`config.mk`:
```
export PLATFORM = sky130hd
export DESIGN_NAME = keyword_token_lexer_unit
export DESIGN_NICKNAME = d
export VERILOG_FILES = /design/src/rtl/kwl_pkg.sv /design/src/rtl/kwl_front.sv /design/src/rtl/kwl_fifo.sv /design/src/rtl/kwl_back.sv /design/src/rtl/keyword_token_lexer_unit.sv
export SDC_FILE = /design/constraint.sdc
export NUM_CORES = 1
export LEC_CHECK = 0
export ABC_AREA = 1
export BUFFER_PORTS_ARGS = -buffer_cell sky130_fd_sc_hd__buf_2
export CAP_MARGIN = 15
export CORE_ASPECT_RATIO = 0.7
export CORE_MARGIN = 8
export CORE_UTILIZATION = 42
export CTS_BUF_LIST = sky130_fd_sc_hd__clkbuf_16
export DETAILED_ROUTE_END_ITERATION = 12
export GPL_ROUTABILITY_DRIVEN = 0
export SYNTH_ARGS = -nofsm -noshare
export SYNTH_HDL_FRONTEND = slang
export SYNTH_HIERARCHICAL = 1
export SYNTH_SLANG_ARGS = --single-unit
```
`constraint.sdc`:
```
create_clock -name clk -period 18.5 [get_ports clk]
set_input_delay 1.85 -clock clk [delete_from_list [all_inputs] [get_ports clk]]
set_output_delay 1.85 -clock clk [all_outputs]
set_load 0.05 [all_outputs]
```
`src/rtl/kwl_pkg.sv`:
```
// shared types, token codes and keyword tables for the keyword token lexer
package kwl_pkg;

  localparam int NKEYS   = 15;
  localparam int KIND_W  = 6;
  localparam int LEN_W   = 5;
  localparam int Q_DEPTH = 2;

  localparam logic [KIND_W-1:0] K_END     = 6'd0;
  localparam logic [KIND_W-1:0] K_SEMI    = 6'd1;
  localparam logic [KIND_W-1:0] K_ASSIGN  = 6'd2;
  localparam logic [KIND_W-1:0] K_COMMA   = 6'd3;
  localparam logic [KIND_W-1:0] K_LBRACE  = 6'd4;
  localparam logic [KIND_W-1:0] K_RBRACE  = 6'd5;
  localparam logic [KIND_W-1:0] K_LPAREN  = 6'd6;
  localparam logic [KIND_W-1:0] K_RPAREN  = 6'd7;
  localparam logic [KIND_W-1:0] K_GT      = 6'd8;
  localparam logic [KIND_W-1:0] K_LT      = 6'd9;
  localparam logic [KIND_W-1:0] K_PLUS    = 6'd10;
  localparam logic [KIND_W-1:0] K_MINUS   = 6'd11;
  localparam logic [KIND_W-1:0] K_STAR    = 6'd12;
  localparam logic [KIND_W-1:0] K_BANG    = 6'd13;
  localparam logic [KIND_W-1:0] K_AND     = 6'd14;
  localparam logic [KIND_W-1:0] K_OR      = 6'd15;
  localparam logic [KIND_W-1:0] K_NUMBER  = 6'd16;
  localparam logic [KIND_W-1:0] K_SYMBOL  = 6'd17;
  localparam logic [KIND_W-1:0] K_KEY0    = 6'd18;
  localparam logic [KIND_W-1:0] K_INVALID = 6'd33;

  typedef struct packed {
    logic [KIND_W-1:0] kind;
    logic [LEN_W-1:0]  len;
    logic [31:0]       mant;
    logic [4:0]        frac;
    logic              ovf;
  } tok_t;

  localparam logic [3:0] KW_LEN [NKEYS] = '{
    4'd3, 4'd4, 4'd7, 4'd8, 4'd7, 4'd11, 4'd8, 4'd9, 4'd5, 4'd4, 4'd5,
    4'd3, 4'd3, 4'd3, 4'd3
  };

  localparam logic [87:0] KW_STR [NKEYS] = '{
    "tap", "hold", "release", "downedge", "fasttap", "doubleclick",
    "holddown", "clickhold", "press", "true", "false", "ana", "rel",
    "seq", "get"
  };

  // character p of keyword k, first character at p = 0
  function automatic logic [7:0] kw_char(input logic [3:0] k, input logic [3:0] p);
    logic [3:0] d;
    d = KW_LEN[k] - 4'd1 - p;
    return KW_STR[k][{d, 3'b000} +: 8];
  endfunction

  function automatic logic [KIND_W-1:0] single_op(input logic [7:0] c);
    logic [KIND_W-1:0] k;
    unique case (c)
      ";":     k = K_SEMI;
      "=":     k = K_ASSIGN;
      ",":     k = K_COMMA;
      "{":     k = K_LBRACE;
      "}":     k = K_RBRACE;
      "(":     k = K_LPAREN;
      ")":     k = K_RPAREN;
      ">":     k = K_GT;
      "<":     k = K_LT;
      "+":     k = K_PLUS;
      "-":     k = K_MINUS;
      "*":     k = K_STAR;
      "!":     k = K_BANG;
      default: k = K_END;
    endcase
    return k;
  endfunction

endpackage

```
`src/rtl/kwl_front.sv`:
```
// front end: lexer state, character classification and token formation
module kwl_front #(
  parameter int MAX_TOKEN   = 24,
  parameter int OFFSET_BITS = 16
) (
  input  logic                   clk,
  input  logic                   rst_n,
  input  logic                   acc,
  input  logic                   in_kind,
  input  logic [7:0]             in_text_byte,
  output logic                   push,
  output kwl_pkg::tok_t          tok_a,
  output logic [OFFSET_BITS-1:0] start_a,
  output kwl_pkg::tok_t          tok_b,
  output logic [OFFSET_BITS-1:0] start_b,
  output logic                   has_b
);

  localparam logic [1:0] MODE_IDLE    = 2'd0;
  localparam logic [1:0] MODE_RUN     = 2'd1;
  localparam logic [1:0] MODE_COMMENT = 2'd2;
  localparam logic [1:0] MODE_HELD    = 2'd3;

  localparam int F_NUM   = 0;
  localparam int F_POINT = 1;
  localparam int F_STOP  = 2;
  localparam int F_OVF   = 3;

  logic [1:0]             mode_r, mode_nxt;
  logic [7:0]             held_r, held_nxt;
  logic [OFFSET_BITS-1:0] pos_r, pos_nxt;
  logic [OFFSET_BITS-1:0] tstart_r, tstart_nxt;
  logic [4:0]             rlen_r, rlen_nxt;
  logic [14:0]            cand_r, cand_nxt;
  logic [31:0]            val_r, val_nxt;
  logic [4:0]             dap_r, dap_nxt;
  logic [3:0]             flags_r, flags_nxt;

  kwl_pkg::tok_t          fin_tok;
  kwl_pkg::tok_t          toks [2];
  logic [OFFSET_BITS-1:0] starts [2];
  logic [1:0]             n;
  logic                   fresh;
  logic                   cont;
  logic [35:0]            v36;
  logic [4:0]             p;
  logic [7:0]             c;
  logic                   is_end;
  logic                   is_blank;
  logic                   is_hold;
  logic                   is_digit;
  logic                   is_run;
  logic [5:0]             op;

  function automatic kwl_pkg::tok_t short_tok(input logic [5:0] kind, input logic [4:0] len);
    kwl_pkg::tok_t t;
    t      = '0;
    t.kind = kind;
    t.len  = len;
    return t;
  endfunction

  assign c        = in_text_byte;
  assign is_end   = in_kind || (c == 8'd0);
  assign is_blank = (c == " ") || (c == 8'h09) || (c == 8'h0A) || (c == 8'h0D);
  assign is_hold  = (c == "/") || (c == "&") || (c == "|");
  assign is_digit = (c >= "0") && (c <= "9");
  assign is_run   = is_digit || ((c >= "a") && (c <= "z")) || ((c >= "A") && (c <= "Z")) ||
                    (c == ".") || (c == "_");
  assign op       = kwl_pkg::single_op(c);

  // token for the run in progress
  always_comb begin
    fin_tok     = '0;
    fin_tok.len = rlen_r;
    if (flags_r[F_NUM]) begin
      fin_tok.kind = kwl_pkg::K_NUMBER;
      fin_tok.mant = val_r;
      fin_tok.frac = dap_r;
      fin_tok.ovf  = flags_r[F_OVF];
    end else begin
      fin_tok.kind = kwl_pkg::K_SYMBOL;
      for (int k = 0; k < kwl_pkg::NKEYS; k++) begin
        if (cand_r[k] && ({1'b0, kwl_pkg::KW_LEN[k]} == rlen_r)) begin
          fin_tok.kind = kwl_pkg::K_KEY0 + 6'(k);
        end
      end
    end
  end

  always_comb begin
    mode_nxt   = mode_r;
    held_nxt   = held_r;
    pos_nxt    = pos_r;
    tstart_nxt = tstart_r;
    rlen_nxt   = rlen_r;
    cand_nxt   = cand_r;
    val_nxt    = val_r;
    dap_nxt    = dap_r;
    flags_nxt  = flags_r;
    toks[0]    = '0;
    toks[1]    = '0;
    starts[0]  = '0;
    starts[1]  = '0;
    n          = 2'd0;
    fresh      = 1'b0;
    cont       = 1'b0;
    v36        = '0;
    p          = '0;
    if (is_end) begin
      if (mode_r == MODE_RUN) begin
        toks[0]   = fin_tok;
        starts[0] = tstart_r;
        n         = 2'd1;
      end else if (mode_r == MODE_HELD) begin
        toks[0]   = short_tok(kwl_pkg::K_INVALID, 5'd1);
        starts[0] = tstart_r;
        n         = 2'd1;
      end
      toks[n[0]]   = short_tok(kwl_pkg::K_END, 5'd0);
      starts[n[0]] = pos_r;
      n            = n + 2'd1;
      mode_nxt     = MODE_IDLE;
      held_nxt     = '0;
      pos_nxt      = '0;
      tstart_nxt   = '0;
      rlen_nxt     = '0;
      cand_nxt     = '1;
      val_nxt      = '0;
      dap_nxt      = '0;
      flags_nxt    = '0;
    end else begin
      unique case (mode_r)
        MODE_RUN: begin
          if (is_run) begin
            cont = 1'b1;
          end else begin
            toks[0]   = fin_tok;
            starts[0] = tstart_r;
            n         = 2'd1;
            mode_nxt  = MODE_IDLE;
            fresh     = 1'b1;
          end
        end
        MODE_COMMENT: begin
          if ((c == 8'h0A) || (c == 8'h0D)) begin
            mode_nxt = MODE_IDLE;
          end
        end
        MODE_HELD: begin
          mode_nxt = MODE_IDLE;
          if ((held_r == "/") && (c == "/")) begin
            mode_nxt = MODE_COMMENT;
          end else if ((held_r == "&") && (c == "&")) begin
            toks[0]   = short_tok(kwl_pkg::K_AND, 5'd2);
            starts[0] = tstart_r;
            n         = 2'd1;
          end else if ((held_r == "|") && (c == "|")) begin
            toks[0]   = short_tok(kwl_pkg::K_OR, 5'd2);
            starts[0] = tstart_r;
            n         = 2'd1;
          end else begin
            toks[0]   = short_tok(kwl_pkg::K_INVALID, 5'd1);
            starts[0] = tstart_r;
            n         = 2'd1;
            fresh     = 1'b1;
          end
        end
        MODE_IDLE: begin
          fresh = 1'b1;
        end
      endcase

      if (fresh && !is_blank) begin
        priority if (is_hold) begin
          mode_nxt   = MODE_HELD;
          held_nxt   = c;
          tstart_nxt = pos_r;
        end else if (op != kwl_pkg::K_END) begin
          toks[n[0]]   = short_tok(op, 5'd1);
          starts[n[0]] = pos_r;
          n            = n + 2'd1;
        end else if (is_run) begin
          mode_nxt   = MODE_RUN;
          tstart_nxt = pos_r;
          rlen_nxt   = '0;
          cand_nxt   = '1;
          val_nxt    = '0;
          dap_nxt    = '0;
          flags_nxt  = '0;
          flags_nxt[F_NUM] = is_digit || (c == ".");
          cont       = 1'b1;
        end else begin
          toks[n[0]]   = short_tok(kwl_pkg::K_INVALID, 5'd1);
          starts[n[0]] = pos_r;
          n            = n + 2'd1;
        end
      end

      if (cont) begin
        p = rlen_nxt;
        for (int k = 0; k < kwl_pkg::NKEYS; k++) begin
          if ({1'b0, kwl_pkg::KW_LEN[k]} <= p) begin
            cand_nxt[k] = 1'b0;
          end else if (kwl_pkg::kw_char(4'(k), p[3:0]) != c) begin
            cand_nxt[k] = 1'b0;
          end
        end
        if (flags_nxt[F_NUM] && !flags_nxt[F_STOP]) begin
          if (is_digit) begin
            if (!flags_nxt[F_OVF]) begin
              v36 = ({4'd0, val_nxt} << 3) + ({4'd0, val_nxt} << 1) + {32'd0, c[3:0]};
              if (v36[35:32] != 4'd0) begin
                val_nxt          = '1;
                flags_nxt[F_OVF] = 1'b1;
              end else begin
                val_nxt = v36[31:0];
              end
            end
            if (flags_nxt[F_POINT] && (dap_nxt != 5'd31)) begin
              dap_nxt = dap_nxt + 5'd1;
            end
          end else if ((c == ".") && !flags_nxt[F_POINT]) begin
            flags_nxt[F_POINT] = 1'b1;
          end else begin
            flags_nxt[F_STOP] = 1'b1;
          end
        end
        rlen_nxt = rlen_nxt + 5'd1;
        if (rlen_nxt >= 5'(MAX_TOKEN)) begin
          toks[n[0]]   = short_tok(kwl_pkg::K_INVALID, rlen_nxt);
          starts[n[0]] = tstart_nxt;
          n            = n + 2'd1;
          mode_nxt     = MODE_IDLE;
        end
      end

      pos_nxt = pos_r + OFFSET_BITS'(1);
    end
  end

  always_ff @(posedge clk) begin
    if (!rst_n) begin
      mode_r   <= MODE_IDLE;
      held_r   <= '0;
      pos_r    <= '0;
      tstart_r <= '0;
      rlen_r   <= '0;
      cand_r   <= '1;
      val_r    <= '0;
      dap_r    <= '0;
      flags_r  <= '0;
    end else if (acc) begin
      mode_r   <= mode_nxt;
      held_r   <= held_nxt;
      pos_r    <= pos_nxt;
      tstart_r <= tstart_nxt;
      rlen_r   <= rlen_nxt;
      cand_r   <= cand_nxt;
      val_r    <= val_nxt;
      dap_r    <= dap_nxt;
      flags_r  <= flags_nxt;
    end
  end

  assign push    = acc && (n != 2'd0);
  assign tok_a   = toks[0];
  assign start_a = starts[0];
  assign tok_b   = toks[1];
  assign start_b = starts[1];
  assign has_b   = n[1];

endmodule

```
`src/rtl/kwl_fifo.sv`:
```
// short queue of token groups between the front and back ends
module kwl_fifo #(
  parameter int WIDTH = 8,
  parameter int DEPTH = 2
) (
  input  logic             clk,
  input  logic             rst_n,
  input  logic             push,
  input  logic [WIDTH-1:0] wdata,
  input  logic             pop,
  output logic             full,
  output logic             rvalid,
  output logic [WIDTH-1:0] rdata
);

  localparam int PW = (DEPTH > 1) ? $clog2(DEPTH) : 1;
  localparam int CW = $clog2(DEPTH + 1);

  logic [WIDTH-1:0] mem_r [DEPTH];
  logic [PW-1:0]    wr_ptr_r;
  logic [PW-1:0]    rd_ptr_r;
  logic [CW-1:0]    count_r;

  function automatic logic [PW-1:0] ptr_inc(input logic [PW-1:0] ptr);
    return (ptr == PW'(DEPTH - 1)) ? '0 : ptr + PW'(1);
  endfunction

  always_ff @(posedge clk) begin
    if (push) begin
      mem_r[wr_ptr_r] <= wdata;
    end
  end

  always_ff @(posedge clk) begin
    if (!rst_n) begin
      wr_ptr_r <= '0;
      rd_ptr_r <= '0;
      count_r  <= '0;
    end else begin
      if (push) begin
        wr_ptr_r <= ptr_inc(wr_ptr_r);
      end
      if (pop) begin
        rd_ptr_r <= ptr_inc(rd_ptr_r);
      end
      if (push && !pop) begin
        count_r <= count_r + CW'(1);
      end else if (pop && !push) begin
        count_r <= count_r - CW'(1);
      end
    end
  end

  assign full   = (count_r == CW'(DEPTH));
  assign rvalid = (count_r != '0);
  assign rdata  = mem_r[rd_ptr_r];

endmodule

```
`src/rtl/kwl_back.sv`:
```
// back end: output register that hands out the tokens of each group in order
module kwl_back #(
  parameter int OFFSET_BITS = 16
) (
  input  logic                   clk,
  input  logic                   rst_n,
  input  logic                   ent_valid,
  input  kwl_pkg::tok_t          tok_a,
  input  logic [OFFSET_BITS-1:0] start_a,
  input  kwl_pkg::tok_t          tok_b,
  input  logic [OFFSET_BITS-1:0] start_b,
  input  logic                   has_b,
  output logic                   pop,
  input  logic                   out_ready,
  output logic                   out_valid,
  output logic [5:0]             out_token_kind,
  output logic [OFFSET_BITS-1:0] out_start_offset,
  output logic [4:0]             out_token_length,
  output logic [31:0]            out_mantissa,
  output logic [4:0]             out_fraction_digits,
  output logic                   out_mantissa_overflow,
  output logic                   out_last_of_run
);

  kwl_pkg::tok_t          tok_a_r;
  kwl_pkg::tok_t          tok_b_r;
  logic [OFFSET_BITS-1:0] start_a_r;
  logic [OFFSET_BITS-1:0] start_b_r;
  logic                   has_b_r;
  logic                   busy_r;
  logic                   sel_r;
  logic                   last_shown;
  kwl_pkg::tok_t          cur;

  assign last_shown = sel_r || !has_b_r;
  assign pop        = ent_valid && (!busy_r || (out_ready && last_shown));

  always_ff @(posedge clk) begin
    if (pop) begin
      tok_a_r   <= tok_a;
      tok_b_r   <= tok_b;
      start_a_r <= start_a;
      start_b_r <= start_b;
      has_b_r   <= has_b;
    end
  end

  always_ff @(posedge clk) begin
    if (!rst_n) begin
      busy_r <= 1'b0;
      sel_r  <= 1'b0;
    end else if (pop) begin
      busy_r <= 1'b1;
      sel_r  <= 1'b0;
    end else if (busy_r && out_ready) begin
      if (last_shown) begin
        busy_r <= 1'b0;
        sel_r  <= 1'b0;
      end else begin
        sel_r <= 1'b1;
      end
    end
  end

  assign cur                   = sel_r ? tok_b_r : tok_a_r;
  assign out_valid             = busy_r;
  assign out_token_kind        = cur.kind;
  assign out_start_offset      = sel_r ? start_b_r : start_a_r;
  assign out_token_length      = cur.len;
  assign out_mantissa          = cur.mant;
  assign out_fraction_digits   = cur.frac;
  assign out_mantissa_overflow = cur.ovf;
  assign out_last_of_run       = last_shown;

  // second token only shown for a two-token group
  a_sel_valid: assert property (@(posedge clk) disable iff (!rst_n)
    sel_r |-> (busy_r && has_b_r))
    else $error("second token selected without a two-token group");

  // first of two tokens taken, second follows
  a_second_follows: assert property (@(posedge clk) disable iff (!rst_n)
    (busy_r && !sel_r && has_b_r && out_ready) |=> (busy_r && sel_r))
    else $error("second token of group lost");

  // no new group while an unfinished one is shown
  a_no_early_pop: assert property (@(posedge clk) disable iff (!rst_n)
    (busy_r && !last_shown) |-> !pop)
    else $error("group replaced before its last token");

endmodule

```
`src/rtl/keyword_token_lexer_unit.sv`:
```
// top level of the keyword token lexer: front end, token queue and back end
// the first token of an item goes through the token queue and then the back-end output register before it is offered
// throughput: one byte per cycle while in_ready is high; the output port hands out one token
// per cycle while out_ready is high, so an item that yields two tokens holds the output until both are taken
// the two-entry queue between front and back end sets in_ready
// reset: synchronous, clears lexer state to between tokens, offset to zero, queue empty
module keyword_token_lexer_unit #(
  parameter int MAX_TOKEN   = 24,
  parameter int OFFSET_BITS = 16
) (
  input  logic                   clk,
  input  logic                   rst_n,
  input  logic                   in_valid,
  output logic                   in_ready,
  input  logic                   in_kind,
  input  logic [7:0]             in_text_byte,
  output logic                   out_valid,
  input  logic                   out_ready,
  output logic [5:0]             out_token_kind,
  output logic [OFFSET_BITS-1:0] out_start_offset,
  output logic [4:0]             out_token_length,
  output logic [31:0]            out_mantissa,
  output logic [4:0]             out_fraction_digits,
  output logic                   out_mantissa_overflow,
  output logic                   out_last_of_run
);

  localparam int TW = $bits(kwl_pkg::tok_t);
  localparam int EW = 1 + 2 * (TW + OFFSET_BITS);

  logic                   acc;
  logic                   push;
  logic                   q_full;
  logic                   q_rvalid;
  logic                   pop;
  logic [EW-1:0]          q_wdata;
  logic [EW-1:0]          q_rdata;
  kwl_pkg::tok_t          f_tok_a, f_tok_b, q_tok_a, q_tok_b;
  logic [OFFSET_BITS-1:0] f_start_a, f_start_b, q_start_a, q_start_b;
  logic                   f_has_b, q_has_b;

  assign in_ready = !q_full;
  assign acc      = in_valid && in_ready;

  kwl_front #(
    .MAX_TOKEN   (MAX_TOKEN),
    .OFFSET_BITS (OFFSET_BITS)
  ) u_front (
    .clk          (clk),
    .rst_n        (rst_n),
    .acc          (acc),
    .in_kind      (in_kind),
    .in_text_byte (in_text_byte),
    .push         (push),
    .tok_a        (f_tok_a),
    .start_a      (f_start_a),
    .tok_b        (f_tok_b),
    .start_b      (f_start_b),
    .has_b        (f_has_b)
  );

  assign q_wdata = {f_has_b, f_tok_b, f_start_b, f_tok_a, f_start_a};

  kwl_fifo #(
    .WIDTH (EW),
    .DEPTH (kwl_pkg::Q_DEPTH)
  ) u_fifo (
    .clk    (clk),
    .rst_n  (rst_n),
    .push   (push),
    .wdata  (q_wdata),
    .pop    (pop),
    .full   (q_full),
    .rvalid (q_rvalid),
    .rdata  (q_rdata)
  );

  assign {q_has_b, q_tok_b, q_start_b, q_tok_a, q_start_a} = q_rdata;

  kwl_back #(
    .OFFSET_BITS (OFFSET_BITS)
  ) u_back (
    .clk                   (clk),
    .rst_n                 (rst_n),
    .ent_valid             (q_rvalid),
    .tok_a                 (q_tok_a),
    .start_a               (q_start_a),
    .tok_b                 (q_tok_b),
    .start_b               (q_start_b),
    .has_b                 (q_has_b),
    .pop                   (pop),
    .out_ready             (out_ready),
    .out_valid             (out_valid),
    .out_token_kind        (out_token_kind),
    .out_start_offset      (out_start_offset),
    .out_token_length      (out_token_length),
    .out_mantissa          (out_mantissa),
    .out_fraction_digits   (out_fraction_digits),
    .out_mantissa_overflow (out_mantissa_overflow),
    .out_last_of_run       (out_last_of_run)
  );

endmodule

```
==> metrics list, run 1 <==
- The flow ran to the end, and the final reports show no timing, DRC or antenna violations.
- The mapped netlist covers approximately 27000 um2.
- Dominant delay contributor by cell family on the critical path: buffers and inverters
* Overall die width: around 320 um
- The HPWL after detailed placement is between 40 and 50 mm.
- The cell count after synthesis came out at roughly 2900.
- Measured against its own limit, the worst slew margin works out to 0.279.
- Syn avg cell area: a little over 9 um2
* Worst Path Arrival: ~8600 ps
* Flops & latches, synth: 503
* Cell with the most instances after synthesis: nand2_1
- Data required time at the worst endpoint: between 15000 and 20000 ps
- After synthesis, the cell types taking the most area are edfxtp_1, nand2_1, dfxtp_1.
* Nature of the critical path endpoint: flip-flop
* Register cell area after layout: 14000 um2
- In the global route stage, met3 resource usage came out at 0.0434.
- Largest area contributor in the synthesized netlist: edfxtp_1
- Number of nets with antenna violations after routing: 0
- The multi-input combinational cells in the finished layout cover a total of around 11000 um2.
* CTS-repair resized insts: 0
- Number of I/O port buffers: 80
- The initial utilization of the core area, before any placement, comes to 0.422.
* Max stage delay cell, worst path: buf_4
* Global-route wire length before repair: 111 mm
* Cts bufs inserted: 52
- Number of failing hold endpoints at the final stage: 0
* Overall power of the completed layout: approximately 3.7 mW
- Traced cell by cell, the critical path runs through buf_2 > inv_1 > nor2_1 > nand2_1 > a21oi_1 > nor2_1 > nand2_4 > nor2_4 > nand2_4 > nand2_1 > inv_1 > ha_1 > nand2_1 > xnor2_1 > nor2_1 > nand2_1 > o2111ai_1 > o21ai_1 > inv_1 > nand2_1 > inv_4 > buf_4.
- STA classifies the critical path startpoint as an input port.
- Total buffers and inverters traversed by the critical path: 6
- The Yosys step of the flow raised 6 warnings.
* Number of synthesized flops with an enable pin: roughly 390
* Final Net Count: ~3100
- Reported leakage power: between 10 and 15 nW
- At the placement stage, the worst setup path has a slack of slightly below 10000 ps.
* Wirelength, routed: roughly 70 mm
* Vias in the first global route: 19290
- Pin count of the biggest net entering global routing: 90
- Including well taps, the total number of placed cells is 3740.
* Filler Cells Inserted: 6041
* Switching power of the nets: 1.34 mW
- Met1 Usage GRT: 0.295
* VDD IR max: 0.0788 mV
- DRC marker count from the first detailed-route iteration: around 2500
- Least setup slack across all paths after layout: roughly 10000 ps
- The first TritonRoute pass finished after 6 iterations.
* Clock tree from TritonCTS: done
* Distinct cells, synth: 56
- RSZ-0062 raised after global routing: no
* Maximum clock rate: 119 MHz
* Switching portion of total power: 0.358
- Startpoint-to-endpoint class of the critical path: in2reg
- Final-layout setup total negative slack: 0 ps
* Via count of the routed design: between 20000 and 25000
* Post-CTS Setup Inserts: 0
* CTS Hold Bufs: 0
- In this run the core area contains 78 standard-cell rows.
- Placed Area: about 28000 um2
- Clock network fraction of design power: 0.267
- Grt met2 use: 0.251
- The clock arrives with 23.6 ps of skew.
* Post-synthesis async set-or-reset flop share: 0
* Flip-flop cell with the highest count after synthesis: edfxtp_1
- The tightest hold path in the finished design has a slack of between 400 and 500 ps.
* P_int: about 2.4 mW
- Counting I/O delays and the setup requirement, the final critical path takes about 8400 ps.
- just over 80 I/O pins were placed.
- Once layout is complete, the utilization of the core stands at 0.460.
- The commonest cells after synthesis are nand2_1, edfxtp_1, a21oi_1.
* CORE AREA: approximately 64000 um2
* Min-delay worst type: reg2reg
- Overall Global Routing Usage: 0.187
- GRT Residual Overflow: 0
* Fraction of final layout cells with drive strength greater than 1: 0.123
- The largest single stage delay on the critical path is 840 ps.
- Routed vias/inst: 5.47
- In the routed design, unresolved DRC markers number 0.
- Average wire per standard cell: between 15 and 20 um
- For the pin with the worst max-slew slack, the measured transition is between 1000 and 1500 ps.
- Area of all placed cells without fillers: 29600 um2
- Sequential share of power: 0.431
- In this run the worst path has a maximum fanout of between 60 and 70.
- Ratio of total power to cell area: approximately 130 nW/um2
- Fin crit share: 0.454
- The H-tree was split into 2 levels.
- Clock insertion delay at the later pin of the skew report: around 610 ps
* Cell at the root of the clock tree: clkbuf_16
* Initial antenna violation count: 4
- Count of maximum capacitance violations: 0
- Part of the Yosys area used for sequential elements: 0.516
- The max-slew violation count came to 0.
- Area overhead of the layout relative to synthesis: 9.13%
* Layout Cells excl Fill: between 3000 and 4000
- Die footprint: 73100 um2
* Clock Sink Count: between 500 and 600
- Share of the synthesized area in the top cell type: 0.435
- Logic pwr share: 0.301
- Final count of negative-setup-slack endpoints: 0
- Clock slew at the register clock pins of the worst setup and hold paths: ~60 ps
- The global routing stage identified its most utilized layer as met1.
- In this run the vertical extent of the chip is 229 um.
- No sink is reached through more buffers than the 3 on the longest clock path.
- Worst R2R Setup Slack: 11550 ps
- Critical path's most frequent cell: nand2_1
tightest hold or removal path: cells and delay by family (launching register included):
kind          cells  cell delay [ps]
flops             1              310
simple gates      2               90
metal layers:
layer	vias up	share of wire
li1	9937	-
met5	-	0.00018
met1	9968	0.49
met2	976	0.39
met3	109	0.10
met4	2	0.018
cells in the final DEF, fill, tap and decap left out, types with 32 or more instances in the layout:
cell	n
buf_2	80
a21oi_1	221
nor3_1	32
ha_1	93
nor2_1	220
o21ai_0	155
edfxtp_1	393
clkbuf_16	52
dfxtp_1	108
o21ai_1	38
mux2_2	41
xor2_1	33
nand3_1	138
inv_1	232
nand2_1	776
conb_1	43
mux2_4	90
power by group through the flow:
stage / Combinational, mW / Sequential, mW / Clock [mW]
after floorplan: 0.883 / 1.64 / 0
after global placement: 1.13 / 1.63 / 0
after detailed placement: 1.14 / 1.64 / 0
after CTS: 1.14 / 1.62 / 1.02
after global routing: 1.21 / 1.64 / 1.07
final: 1.13 / 1.61 / 1.00
area by class of cell:
type / instances / area share
inverters: 241 / 0.0307
diodes: 2 / 0.000169
repair buffers: 99 / 0.0183
well taps: 840 / 0.0355
clock buffers: 52 / 0.0440
multi-input cells: 2057 / 0.387
flip-flops and latches: 503 / 0.473
clock inverters: 44 / 0.0110
final timing paths:
check | start | to | cells past startpoint
worst max register to register | u_front/mode_r[0]$_SDFFE_PN0P_ | u_front/val_r[20]$_SDFFE_PN0P_ | 26
worst min register to register | u_front/held_r[7]$_SDFFE_PN0P_ | u_front/held_r[7]$_SDFFE_PN0P_ | 2
worst max-delay path | in_text_byte[0] | u_fifo/mem_r[1][102]$_DFFE_PP_ | 22
worst min-delay path | u_front/held_r[7]$_SDFFE_PN0P_ | u_front/held_r[7]$_SDFFE_PN0P_ | 2
cells by family after synthesis:
family                   share of synthesized area
other                                     0.000138
XOR/XNOR                                    0.0136
buffers and inverters                       0.0692
AO/OA/AOI/OAI                               0.0991
adder cells (fa/ha/maj)                     0.0444
multiplexers                                0.0668
flip-flops                                   0.516
AND/OR/NAND/NOR                              0.191
registers in the layout (all words and copies together) (netlist names), 5 cells and up, named ones only:
name / cells
u_front/tstart_r: 16
u_back/tok_a_r: 49
u_front/held_r: 8
u_front/val_r: 32
u_front/cand_r: 15
u_front/pos_r: 16
u_back/tok_b_r: 49
u_fifo/mem_r: 262
u_back/start_a_r: 16
u_front/rlen_r: 5
u_back/start_b_r: 16
u_front/dap_r: 5
(Power assumes the default switching activity.)
==> run 2: changes to the inputs <==
==> constraint.sdc (replaced) <==
create_clock -name clk -period 8.1 [get_ports clk]
set_input_delay 0.81 -clock clk [delete_from_list [all_inputs] [get_ports clk]]
set_output_delay 0.81 -clock clk [all_outputs]
set_load 0.05 [all_outputs]
==> run 2 against run 1 <==
  * Hold slack got worse by 2.5 ps
  * Clock power increased by 130%
  * Die area unchanged
  * Register-to-register slack got worse by 9000 ps
  * Via count increased by 0.40%
  * Cell area increased by 0.45%
  * First-iteration DRC count increased by 5.2%
  * Clock skew increased by 8.1 ps
  * Count of clock-buffer cells in the layout unchanged
  * Sequential cell count unchanged
  * Critical path type unchanged
  * Sequential share of layout area decreased by 0.21 points
==> metrics list, run 2 (synthesized netlist as in run 1, its figures left out) <==
- Clock insertion delay at the later pin of the skew report: between 600 and 700 ps
- RSZ-0062 raised after global routing: no
* Die footprint: about 73000 um2
- Flip-flop count of the largest register, all copies and words added: ~260
- The run finished with clean final reports.
* Reported leakage power: around 12 nW
* Maximum clock rate: 156 MHz
* Cts bufs inserted: 52
- Clock slew at the register clock pins of the worst setup and hold paths: around 60 ps
- More flip-flops sit in one register than any other, and that register is u_fifo/mem_r.
* Overall Global Routing Usage: 0.186
* Pin count of the biggest net entering global routing: about 140
* Overall die width: between 300 and 400 um
- The detailed router placed roughly 21000 vias in this run.
- H-tree level count: 2
- After detailed routing, the number of vias per cell comes to approximately 5.5.
- Prior to clock tree synthesis, the placed netlist has a worst setup slack of roughly 1300 ps.
* Average wire per standard cell: 18.4 um
* Worst R2R Setup Slack: between 2000 and 3000 ps
- After routing the design area is roughly 30000 um2.
- In this run the core area contains between 70 and 80 standard-cell rows.
* Initial antenna violation count: 4
- Fraction of final layout cells with drive strength greater than 1: 0.125
* Clock tree from TritonCTS: done
* CTS-repair resized insts: 0
- DRC marker count from the first detailed-route iteration: around 2700
- After global routing the overflow that remains totals 0.
* Worst-margin pin slew: around 1200 ps
- The critical path is of the in2reg type.
* Final-layout setup total negative slack: 0 ps
- No sink is reached through more buffers than the 3 on the longest clock path.
* Share of the core filled with cells: 0.462
- Leaving out fill and tap cells, the most frequent cell in the layout is nand2_1.
* First-pass iteration count of the detailed router: 7
* Number of nets with antenna violations after routing: 0
- The worst-case IR drop observed on VDD is between 0.2 and 0.3 mV.
- Least setup slack across all paths after layout: roughly 1700 ps
- Wirelength, routed: slightly above 70 mm
* Starting Density: 0.422
- Setup violations remaining at the end of the flow were counted as 0.
- Remaining design rule violation count: 0
- For the worst setup path, the data arrival time is roughly 7000 ps.
- Commonest cells after routing, fill and taps aside: nand2_1, edfxtp_1, inv_1
- Clock Sink Count: 503
- Number of I/O port buffers: 80
- Fin crit share: 0.791
- Register cell area after layout: roughly 14000 um2
- The final number of hold-violating endpoints was 0.
* Startpoint class of the critical path: input port
* Global-route wire length before repair: 111 mm
- In the final layout, the registers with the most flip-flops are u_fifo/mem_r: 262 flops, u_back/tok_a_r: 49 flops, u_back/tok_b_r: 49 flops.
* Largest clock skew in the final design: ~32 ps
* Post-CTS Setup Inserts: 0
* Overall power of the completed layout: around 8.6 mW
- Placed wire-length estimate after detailed placement: a little under 50 mm
- Vias in the first global route: 19607
- Crit path max fanout: 26
- The path class of the tightest hold or removal check is reg2reg.
* Post-Place Cells: around 3700
- Ratio of total power to cell area: 288 nW/um2
- Ports placed on the boundary: 81
- Count of maximum capacitance violations: 0
- Hold is met by 446 ps.
* Vertical die dimension: between 200 and 250 um
- Total area of multi-input combinational cells: between 10000 and 15000 um2
- The region available for standard cell placement spans between 60000 and 70000 um2.
- Data on the critical path is required at its endpoint by ~8600 ps.
- Fill cells in the final layout number around 6000.
- Area overhead of the layout relative to synthesis: 9.62%
- The max-slew violation count came to 0.
- Final Net Count: slightly above 3000
- Cell at the root of the clock tree: clkbuf_16
- Final min period: between 6000 and 7000 ps
- CTS Hold Bufs: 0
- Placed Area: roughly 28000 um2
- The worst setup path is captured at a flip-flop.
- Max_slew headroom: 0.208
* Layout Cells excl Fill: just under 4000
[run 2: cell types whose count changed in the layout (fill, tap and decap cells not counted), sizes merged]
cell / before / now
buf: 99 / 107
inv: 255 / 256
clkinv: 25 / 23
bufinv: 3 / 4
diode: 2 / 1
[run 2: cell type report]
cell class | count | area share
Inverter | 241 | 0.0306
Timing Repair Buffer | 107 | 0.0224
Clock buffer | 52 | 0.0438
Clock inverter | 44 | 0.0114
Sequential cell | 503 | 0.471
Antenna cell | 1 | 0.0000841
Tap cell | 840 | 0.0353
Multi-Input combinational cell | 2057 | 0.385
[run 2: where the power goes]
part | switching [mW] | internal [mW] | total (mW)
logic | 1.87 | 0.742 | 2.61
clock network | 0.989 | 1.30 | 2.29
registers | 0.174 | 3.50 | 3.67
total | 3.03 | 5.54 | 8.57
[run 2: final timing paths]
kind	start	to	cells past startpoint
worst min register to register	u_front/held_r[7]$_SDFFE_PN0P_	u_front/held_r[7]$_SDFFE_PN0P_	2
worst min-delay path	u_front/held_r[7]$_SDFFE_PN0P_	u_front/held_r[7]$_SDFFE_PN0P_	2
worst max-delay path	in_text_byte[0]	u_front/val_r[30]$_SDFFE_PN0P_	28
worst max register to register	u_front/mode_r[1]$_SDFFE_PN0P_	u_front/val_r[30]$_SDFFE_PN0P_	26
[run 2: metal layers]
layer | track usage | share of wire | vias to the layer above
li1 | - | - | 9942
met1 | 0.291 | 0.48 | 10052
met2 | 0.253 | 0.40 | 969
met3 | 0.0492 | 0.10 | 110
met4 | 0.0408 | 0.016 | 2
met5 | 0 | 0.00018 | -
[run 2: critical path, cell delays in order]
cell and delay (ps):
buf_2 420, inv_1 440, nor2_1 290, nand2_1 150, a21oi_1 270, nor2_1 160
nand2_4 170, nor2_4 70, nand2_4 270, inv_2 280, nor2_1 250, inv_1 90
fa_1 480, fa_1 430, o21ai_0 290, a21oi_1 170, o21bai_1 370, a21oi_1 200
nand2b_1 210, nand3_1 80, nand2_1 60, nor2_1 130, nand3_1 120, buf_4 220
inv_1 90, nand2_1 100, o21ai_1 150, a21oi_1 70
